`src/sv/irft_pkg.sv`:
```
// shared types, constants and frame builder for the ir remote frame transmitter
package irft_pkg;

    localparam int unsigned FrameBits  = 40;
    localparam int unsigned CodeWidth  = 16;
    localparam int unsigned DataWidth  = 12;
    localparam int unsigned CountWidth = 6;
    localparam int unsigned UnitWidth  = 4;

    localparam logic [CodeWidth-1:0]  CodeReset     = 16'h344A;
    localparam logic [UnitWidth-1:0]  LeadMarkUnits = 4'd8;
    localparam logic [UnitWidth-1:0]  LeadSpaceUnits = 4'd4;
    localparam logic [UnitWidth-1:0]  OneSpaceUnits = 4'd3;
    localparam logic [UnitWidth-1:0]  OneUnit       = 4'd1;
    localparam logic [CountWidth-1:0] FrameLen      = 6'd40;

    // register byte addresses
    localparam logic [2:0] AddrCustomerCode = 3'd0;

    typedef enum logic [2:0] {
        PH_IDLE       = 3'd0,
        PH_LEAD_MARK  = 3'd1,
        PH_LEAD_SPACE = 3'd2,
        PH_BIT_MARK   = 3'd3,
        PH_BIT_SPACE  = 3'd4,
        PH_STOP       = 3'd5
    } phase_t;

    typedef struct packed {
        logic carrier_on;
        logic busy_res;
        logic frame_end;
    } unit_result_t;

    // code, nibble parity, payload and check byte, msb first
    function automatic logic [FrameBits-1:0] build_frame(
        input logic [CodeWidth-1:0] cc,
        input logic [DataWidth-1:0] dat
    );
        logic [3:0] par;
        logic [7:0] chk;
        begin
            par = cc[15:12] ^ cc[11:8] ^ cc[7:4] ^ cc[3:0];
            chk = {par, dat[11:8]} ^ dat[7:0];
            build_frame = {cc, par, dat, chk};
        end
    endfunction

endpackage

```
`src/sv/irft_sequencer.sv`:
```
// unit sequencer: frame state and per-unit carrier decision
module irft_sequencer (
    input  logic                                aclk,
    input  logic                                aresetn,
    input  logic                                step,
    input  logic                                start_req,
    input  logic [irft_pkg::DataWidth-1:0]      payload,
    input  logic [irft_pkg::CodeWidth-1:0]      customer_code,
    output irft_pkg::unit_result_t              result
);
    import irft_pkg::*;

    logic [FrameBits-1:0]  frame_bits_reg, frame_bits_next;
    logic [CountWidth-1:0] bits_left_reg, bits_left_next;
    logic [UnitWidth-1:0]  units_left_reg, units_left_next;
    phase_t                phase_reg, phase_next;

    // state registers advance on every accepted beat
    always_ff @(posedge aclk) begin
        if (!aresetn) begin
            frame_bits_reg <= '0;
            bits_left_reg  <= '0;
            units_left_reg <= '0;
            phase_reg      <= PH_IDLE;
        end else if (step) begin
            frame_bits_reg <= frame_bits_next;
            bits_left_reg  <= bits_left_next;
            units_left_reg <= units_left_next;
            phase_reg      <= phase_next;
        end
    end

    // next state and result for one unit
    always_comb begin
        logic [FrameBits-1:0]  fb;
        logic [CountWidth-1:0] bl;
        logic [UnitWidth-1:0]  ul;
        phase_t                ph;
        logic                  idle;

        fb   = frame_bits_reg;
        bl   = bits_left_reg;
        ul   = units_left_reg;
        ph   = phase_reg;
        idle = !(phase_reg inside {PH_LEAD_MARK, PH_LEAD_SPACE, PH_BIT_MARK,
                                   PH_BIT_SPACE, PH_STOP});

        result = '0;
        if (idle) begin
            ph = PH_IDLE;
            if (start_req) begin
                fb = build_frame(customer_code, payload);
                bl = FrameLen;
                ph = PH_LEAD_MARK;
                ul = LeadMarkUnits;
            end
        end

        if (ph != PH_IDLE) begin
            result.carrier_on = (ph == PH_LEAD_MARK) || (ph == PH_BIT_MARK) ||
                                (ph == PH_STOP);
            result.busy_res   = 1'b1;
            result.frame_end  = (ph == PH_STOP);

            if (ul != '0) begin
                ul = ul - OneUnit;
            end
            if (ul == '0) begin
                case (ph)
                    PH_LEAD_MARK: begin
                        ph = PH_LEAD_SPACE;
                        ul = LeadSpaceUnits;
                    end
                    PH_LEAD_SPACE: begin
                        ph = PH_BIT_MARK;
                        ul = OneUnit;
                    end
                    PH_BIT_MARK: begin
                        ph = PH_BIT_SPACE;
                        ul = fb[FrameBits-1] ? OneSpaceUnits : OneUnit;
                    end
                    PH_BIT_SPACE: begin
                        fb = {fb[FrameBits-2:0], 1'b0};
                        if (bl != '0) begin
                            bl = bl - 6'd1;
                        end
                        ph = (bl == '0) ? PH_STOP : PH_BIT_MARK;
                        ul = OneUnit;
                    end
                    default: begin
                        ph = PH_IDLE;
                        ul = '0;
                        bl = '0;
                        fb = '0;
                    end
                endcase
            end
        end

        frame_bits_next = fb;
        bits_left_next  = bl;
        units_left_next = ul;
        phase_next      = ph;
    end

    // a running phase always has units to go
    a_units_nonzero: assert property (@(posedge aclk) disable iff (!aresetn)
        (phase_reg != PH_IDLE) |-> (units_left_reg != '0))
        else $error("active phase with zero units left");

    // bit count never exceeds the frame length
    a_bits_bound: assert property (@(posedge aclk) disable iff (!aresetn)
        bits_left_reg <= FrameLen)
        else $error("bits left beyond frame length");

    // the stop unit always returns the sequencer to idle
    a_stop_to_idle: assert property (@(posedge aclk) disable iff (!aresetn)
        (step && phase_reg == PH_STOP) |=> (phase_reg == PH_IDLE))
        else $error("stop unit not followed by idle");

endmodule

```
`src/sv/ir_remote_frame_transmitter.sv`:
```
// top level: apb register, beat handshake and result register around the sequencer
// result: a result beat is valid in the cycle after its input beat is accepted
// throughput: one input beat per cycle; the single result register lets the
//   next beat in whenever it is empty or being taken in the same cycle
// reset: synchronous active-low aresetn clears the frame state to idle, empties
//   the result register and sets customer_code to 0x344A
module ir_remote_frame_transmitter (
    input  logic                                aclk,
    input  logic                                aresetn,
    input  logic                                s_valid,
    output logic                                s_ready,
    input  logic                                s_start_req,
    input  logic [irft_pkg::DataWidth-1:0]      s_payload,
    output logic                                m_valid,
    input  logic                                m_ready,
    output logic                                m_carrier_on,
    output logic                                m_busy_res,
    output logic                                m_frame_end,
    input  logic                                psel,
    input  logic                                penable,
    input  logic                                pwrite,
    input  logic [2:0]                          paddr,
    input  logic [31:0]                         pwdata,
    output logic [31:0]                         prdata,
    output logic                                pready
);
    import irft_pkg::*;

    logic [CodeWidth-1:0] customer_code_reg;
    logic                 m_valid_reg;
    unit_result_t         result_reg;
    unit_result_t         unit_result;
    logic                 s_accept;

    assign pready   = 1'b1;
    assign s_ready  = !m_valid_reg || m_ready;
    assign s_accept = s_valid && s_ready;

    // configuration register write
    always_ff @(posedge aclk) begin
        if (!aresetn) begin
            customer_code_reg <= CodeReset;
        end else if (psel && penable && pwrite && paddr == AddrCustomerCode) begin
            customer_code_reg <= pwdata[CodeWidth-1:0];
        end
    end

    // configuration readback
    always_comb begin
        prdata = '0;
        if (paddr == AddrCustomerCode) begin
            prdata = {{(32-CodeWidth){1'b0}}, customer_code_reg};
        end
    end

    irft_sequencer u_seq (
        .aclk          (aclk),
        .aresetn       (aresetn),
        .step          (s_accept),
        .start_req     (s_start_req),
        .payload       (s_payload),
        .customer_code (customer_code_reg),
        .result        (unit_result)
    );

    // result register
    always_ff @(posedge aclk) begin
        if (!aresetn) begin
            m_valid_reg <= 1'b0;
        end else if (s_accept) begin
            m_valid_reg <= 1'b1;
        end else if (m_ready) begin
            m_valid_reg <= 1'b0;
        end
    end

    always_ff @(posedge aclk) begin
        if (s_accept) begin
            result_reg <= unit_result;
        end
    end

    assign m_valid      = m_valid_reg;
    assign m_carrier_on = result_reg.carrier_on;
    assign m_busy_res   = result_reg.busy_res;
    assign m_frame_end  = result_reg.frame_end;

    // carrier and frame end only appear inside a frame
    a_mark_in_frame: assert property (@(posedge aclk) disable iff (!aresetn)
        (m_valid && (m_carrier_on || m_frame_end)) |-> m_busy_res)
        else $error("mark or frame end outside a frame");

    // frame end is always a mark unit
    a_end_is_mark: assert property (@(posedge aclk) disable iff (!aresetn)
        (m_valid && m_frame_end) |-> m_carrier_on)
        else $error("frame end on a space unit");

    // an accepted beat always shows up as a result next cycle
    a_accept_to_valid: assert property (@(posedge aclk) disable iff (!aresetn)
        s_accept |=> m_valid)
        else $error("accepted beat produced no result");

endmodule
```
`config.mk`:
```
export PLATFORM = sky130hd
export DESIGN_NAME = ir_remote_frame_transmitter
export DESIGN_NICKNAME = d
export VERILOG_FILES = /design/src/sv/irft_pkg.sv /design/src/sv/irft_sequencer.sv /design/src/sv/ir_remote_frame_transmitter.sv
export SDC_FILE = /design/constraint.sdc
export NUM_CORES = 1
export LEC_CHECK = 0
export ABC_AREA = 1
export BUFFER_PORTS_ARGS = -buffer_cell sky130_fd_sc_hd__buf_2
export CELL_PAD_IN_SITES_DETAIL_PLACEMENT = 1
export CELL_PAD_IN_SITES_GLOBAL_PLACEMENT = 1
export CORE_UTILIZATION = 41
export CTS_CLUSTER_SIZE = 25
export DETAILED_ROUTE_END_ITERATION = 12
export GPL_ROUTABILITY_DRIVEN = 0
export PLACE_DENSITY_LB_ADDON = 0.12
export SLEW_MARGIN = 20
export SYNTH_ARGS = -nofsm -noshare
export SYNTH_HDL_FRONTEND = slang
export SYNTH_HIERARCHICAL = 1
export SYNTH_SLANG_ARGS = --single-unit
```
`constraint.sdc`:
```
create_clock -name aclk -period 4.5 [get_ports aclk]
set_clock_uncertainty 0.05 [all_clocks]
set_input_delay 0 -clock aclk [delete_from_list [all_inputs] [get_ports aclk]]
set_output_delay 0 -clock aclk [all_outputs]
set_load 0.02 [all_outputs]
```
After elaboration in Yosys (flattened, before gate mapping) --
Cells that the tools add are included.
Storage, ports and cells: bits of input ports 55, output and inout bits 38, register bits after elaboration 73, word-level logic and storage cells 75
Cells by class: equality and inequality tests 10, muxes and demuxes 32, add/sub/neg operators 2, reductions and logical operators 18, bitwise operators 4
Operator list (number):
- $mux 40 | 4
- $pmux 40 s2 | 1
- $mux 6 | 8
- $mux 4 | 6
- $mux 16 | 1
- $eq 3x2->1 const B | 4
- $eq 3x3->1 const B | 4
- $mux 3 | 4
- $pmux 3 s4 | 1
- $pmux 4 s3 | 1
- $pmux 6 s2 | 1
- $xor 4x4->4 | 3
- $xor 8x8->8 | 1
- $eq 3x1->1 const B | 2
- $logic_not 6->1 | 1
- $reduce_bool 6->1 | 1
- $sub 6x1->6 const B | 1
- $reduce_bool 5->1 | 1
- $logic_and 1x1->1 | 4
- $logic_not 4->1 | 1
- $mux 2 | 2
- $reduce_bool 4->1 | 1
- $sub 4x1->4 const B | 1
- $logic_not 3->1 | 1
- 7 further kinds | 11

Longest topological paths before layout --
depth in word-level cells 14, mapped depth 20, depth with buffers taken out 19

By module --
Netlist, hierarchy kept.
By module, submodules not included:
- irft_sequencer | cells an instance 581, area each 3568.4 um^2, seq. area each 1061.0 um^2, instances 1
- ir_remote_frame_transmitter | cells an instance 160, area each 1093.5 um^2, seq. area each 430.4 um^2, instances 1

Worst setup path after synthesis --
No wires, ideal clock.
path type flip-flop to flip-flop, start point register u_seq.phase_reg[1], end point register u_seq.bits_left_reg[4], data required time 4.333 ns, setup slack 2.298 ns, data arrival time 2.035 ns, library setup time 0.117 ns, buffers on the path 1, period minus slack after synthesis 2.202 ns, cell stages (with the launch flop) 18, cell sequence dfxtp_1 -> inv_2 -> nand2_2 -> nand2_4 -> nand2_4 -> nand2_1 -> ha_1 -> nand2_1 -> inv_2 -> nand2_2 -> nand2_1 -> o21ai_1 -> nand2_1 -> nor2_4 -> nand3_2 -> buf_2 -> a21oi_1 -> nor2_1
On the way: word-level cells in the longest chain between the ends 11, elaborated cells on any way between the ends 29, those cells by class add/sub (2); eq/ne (9); mux (12); reduce/logical (6)
Ends and longest elaborated chain:
- start: declaration | RTL line irft_sequencer.sv:16 | phase_t phase_reg, phase_next;
- start signal: assignment | RTL line irft_sequencer.sv:29 | phase_reg <= phase_next;
- $eq 3x1->1 (tied with other cells) | RTL line irft_sequencer.sv:45 | idle = !(phase_reg inside {PH_LEAD_MARK, PH_LEAD_SPACE, PH_BIT_MARK,
- $reduce_bool 5->1 | RTL line irft_sequencer.sv:45
- $mux 6 | RTL line irft_sequencer.sv:49 | if (idle) begin
- $sub 6x1->6 or $reduce_bool 6->1 (tied branches) | RTL line irft_sequencer.sv:85, irft_sequencer.sv:84
- $mux 6 | RTL line irft_sequencer.sv:84 | if (bl != '0) begin
- $mux 6 | RTL line irft_sequencer.sv:69 | case (ph)
- $mux 6 | RTL line irft_sequencer.sv:68 | if (ul == '0) begin
- $mux 6 | RTL line irft_sequencer.sv:59 | if (ph != PH_IDLE) begin
- $pmux 6 s2 | RTL line irft_sequencer.sv:69
- $mux 6 | RTL line irft_sequencer.sv:68
- $mux 6 (*) | RTL line irft_sequencer.sv:59
- end signal: assignment | RTL line irft_sequencer.sv:27 | bits_left_reg <= bits_left_next;
- end: declaration | RTL line irft_sequencer.sv:14 | logic [CountWidth-1:0] bits_left_reg, bits_left_next;
Mark *: on every way between the ends. The rest lies on a longest branch, timed or not. The select of a mux whose other input is x is not followed. A chain may end at the register's enable or synchronous reset.

Final worst setup path --
start point register u_seq.phase_reg[1], end point register u_seq.bits_left_reg[0]
Same word-level chain as after synthesis.

==> summary.txt <==
Status
  • Result of the run: finished clean

Run
  • Max-cap check violation count: 0

Global route
  • Maximum number of pins on one net before global-route repair: 88
  • Total congestion overflow after global routing: 0
  • Initial antenna violation count: 0
  • First-pass GRT wire length: 24200 um
  • Global Route Usage Sum: 25.9%
  • Via count of the first global-routing pass: 5004

Logic synthesis
  • Avg Cell Area, Syn: 6.29 um^2
  • Post-synthesis cell count: 741
  • Cells taking the most area after synthesis: dfxtp_1 30%, nand2_1 14%, nor2_1 8.1%
  • Biggest area consumer among synthesized cells: dfxtp_1
  • Yosys synthesis warning count: 6
  • Number of distinct library cells after synthesis: 40
  • Sequential-to-total area share from yosys stat: 32.0%
  • #FFs+latches synth: 73
  • Area of the mapped netlist: 4660 um^2
  • Area share of the leading cell type in the synthesized netlist: 30.1%

CTS
  • Worst skew pair latency: 330 ps
  • Number of setup buffers added after CTS: 0
  • Clock root buffer: clkbuf_16
  • Total clock sinks: 73
  • Clock tree from TritonCTS: built
  • Worst-case clock buffer depth: 2
  • Clock-pin transition on the worst setup and hold timing paths: 60 ps
  • Inserted Clock Buffers: 9
  • Number of hold buffers added after cts: 18
  • # H-tree levels: 3
  • Number of instances resized during post-cts repair: 0

Min path
  • Type of the most critical hold path: input pin to flop

Final layout
  • Proportion of layout cells with a drive suffix above 1: 13.7%
  • Count of placed standard cells in the final layout, fillers left out: 935
  • Area delta synth->final: 16.8%
  • Nets: 846
  • Number of flip-flops under the largest register name: 40
  • Ant. Diodes: 0

Routing
  • Final antenna-violating net count: 0
  • TritonRoute pass-1 iters: 4
  • Met2 Routed Length: 6930 um
  • DRC: 0
  • Average wire per standard cell: 15.6 um
  • Number of vias in the routed layout: 4938
  • Sum of routed wire segments on met1: 6870 um
  • Met3 layer wire length in the routed design: 514 um
  • Highest layer used for signal routing: met4
  • Routed via count divided by cell count: 5.28
  • Iter 0 DRT Violations: 293
  • Total length of routed wires: 14600 um

Timing
  • Unrepaired setup endpoints after global routing: false
  • Worst-margin pin slew: 1150 ps
  • Final Cycle Share: 82.2%
  • Final slew viol count: 0
  • Total negative setup slack: 0 ps
  • Achievable frequency: 270 MHz
  • Final setup viols: 0
  • Number of hold violations in the final report: 0
  • Max-slew headroom at the worst pin: 23.0%
  • Shortest clock period the worst path allows after layout: 3700 ps

Floorplan
  • Placeable core region: 10900 um^2
  • IO Count: 93
  • Floorplan die height: 109 um
  • Area of the die: 11800 um^2
  • Die Width: 109 um
  • Starting density of the core: 42.6%
  • Placement row count: 38

Placed design
  • Total half-perimeter wirelength after legalization and detailed placement: 9030 um
  • Number of buffers inserted by port buffering: 59
  • Placed Instances: 901

Critical path
  • Largest driver fanout on the critical path: 52
  • Cell breakdown of the critical path: inv_2 -> nand2_2 -> nand2_4 -> nand2_4 -> inv_4 -> nor2_4 -> inv_1 -> a21oi_1 -> nand2_1 -> nor2_4 -> buf_4 -> nand2_4 -> o21ai_1 -> inv_1 -> a21oi_1
  • Worst EP arrival: 3910 ps
  • CP endpoint kind: flop
  • Most common cell type on the critical path: nand2_4
  • Biggest cell delay along the critical path: 500 ps
  • Critical Setup Path Class: flop to flop
  • Worst path required time: 4720 ps
  • Critical Path Source Type: flop
  • Kind of cell with the highest combined delay on the critical path: simple AND/OR/NAND/NOR gates
  • Highest-delay cell along the critical path: dfxtp_1
  • Crit path buf inv count: 5

Power
  • Worst vdd rail ir drop: 206 uV
  • Leak: 2.62 nW
  • Power per standard cell area: 360 nW/um^2
## worst reg2reg max path: cells and delay by family (launching register included)
family | cells | cell delay [ps]
AO/OA/AOI/OAI | 3 | 520
flip-flops | 1 | 500
buffers and inverters | 5 | 1080
AND/OR/NAND/NOR | 7 | 1500
## final cells by class
cell class / count / area, um^2
clock buffer: 10 / 239
inverter: 86 / 325
multi-input combinational: 536 / 2580
fill: 1506 / 5490
timing repair buffer: 84 / 528
clock inverter: 6 / 105
tap: 140 / 175
sequential: 73 / 1490
## routing by layer
layer	vias to the layer above	GRT usage, %
met5	-	0
met2	109	43.8
li1	2456	-
met4	0	7.92
met1	2354	33.8
met3	19	4.12
## cells in the final DEF, fill, tap and decap left out, types with 2 or more instances in the layout
cell type      count
clkinv_2           3
nand3_1           68
conb_1            17
clkinv_1           2
o211ai_1           2
nand3_2            3
o22ai_1            4
nand2_1          172
nor2_1           100
buf_4              7
clkbuf_16          9
nor2_2             2
a21oi_1           28
a31oi_1           33
nand2_2            4
nor2_4             2
o21bai_1           4
buf_2             59
dfxtp_1           70
o21ai_1            8
inv_2              5
o21ai_0           43
inv_1             78
nand4_1           16
dlygate4sd3_1     18
nand2_4            4
xor2_1             5
nor3_1             2
edfxtp_1           3
bufinv_16          3
xnor2_1            9
## final timing paths
path | from | endpoint | slack, ps | cells after the start
setup reg to reg | u_seq/phase_reg[1] | u_seq/bits_left_reg[0] | 800 | 15
setup / recovery | u_seq/phase_reg[1] | u_seq/bits_left_reg[0] | 800 | 15
hold / removal | s_payload[8] | u_seq/frame_bits_reg[0] | 10 | 4
hold reg to reg | u_seq/frame_bits_reg[0] | u_seq/frame_bits_reg[0] | 430 | 2
## Yosys cell counts
cell type  number
or3_1           1
o21bai_1        4
nor2_2          2
nand2_2         4
inv_4           1
nand4_1        16
o211ai_1        2
buf_6           3
buf_1           2
buf_8           1
nand3_1        68
buf_2          13
nor3_1          3
a21boi_0        1
buf_4          17
clkbuf_1       25
a21oi_1        29
conb_1          2
o21ai_2         1
o21ai_0        43
a31oi_1        33
nor2_8          1
nand3_2         3
dfxtp_1        70
ha_1            1
nand2_4         4
xnor2_1         9
mux2i_1         1
inv_1          78
nand2_1       172
edfxtp_1        3
nor2_1        100
o22ai_1         4
o21ai_1         8
inv_2           5
or2_2           1
nor2_4          2
o31ai_2         1
xor2_1          5
clkinv_1        2
## report_power, final
group          total (mW)  leakage, nW  internal (mW)  switching (mW)
sequential          0.723        0.604          0.695          0.0277
combinational       0.408         1.84          0.131           0.277
clock               0.830        0.172          0.554           0.276
total                1.96         2.62           1.38           0.581
## cells by family (layout without fill, tap and decap cells)
group	Yosys count	in the layout	share of synthesized area (%)
buf+inv	147	186	14.3
compound gates	126	126	15.1
flops	73	73	32.0
xor+xnor	14	14	2.63
simple gates	377	377	35.3
other cells	2	17	0.161
mux	1	1	0.215
fa+ha+maj	1	1	0.268
## stage by stage
stage / utilization, % / hold WS [ps] / total power [mW] / cell area [um^2] / setup WS, ps
detailed placement: 45.0 / 176 / 1.13 / 4920 / 880
CTS: 49.8 / 2.26 / 1.97 / 5450 / 819
floorplan: - / 76.2 / 1.04 / 4720 / 2300
global placement: 45.0 / 169 / 1.11 / 4920 / 1010
global route: 49.8 / 43.4 / 2.06 / 5450 / 541
finish: 49.8 / 12.1 / 1.96 / 5450 / 802
No activity file was read; power rests on OpenSTA's default activity.
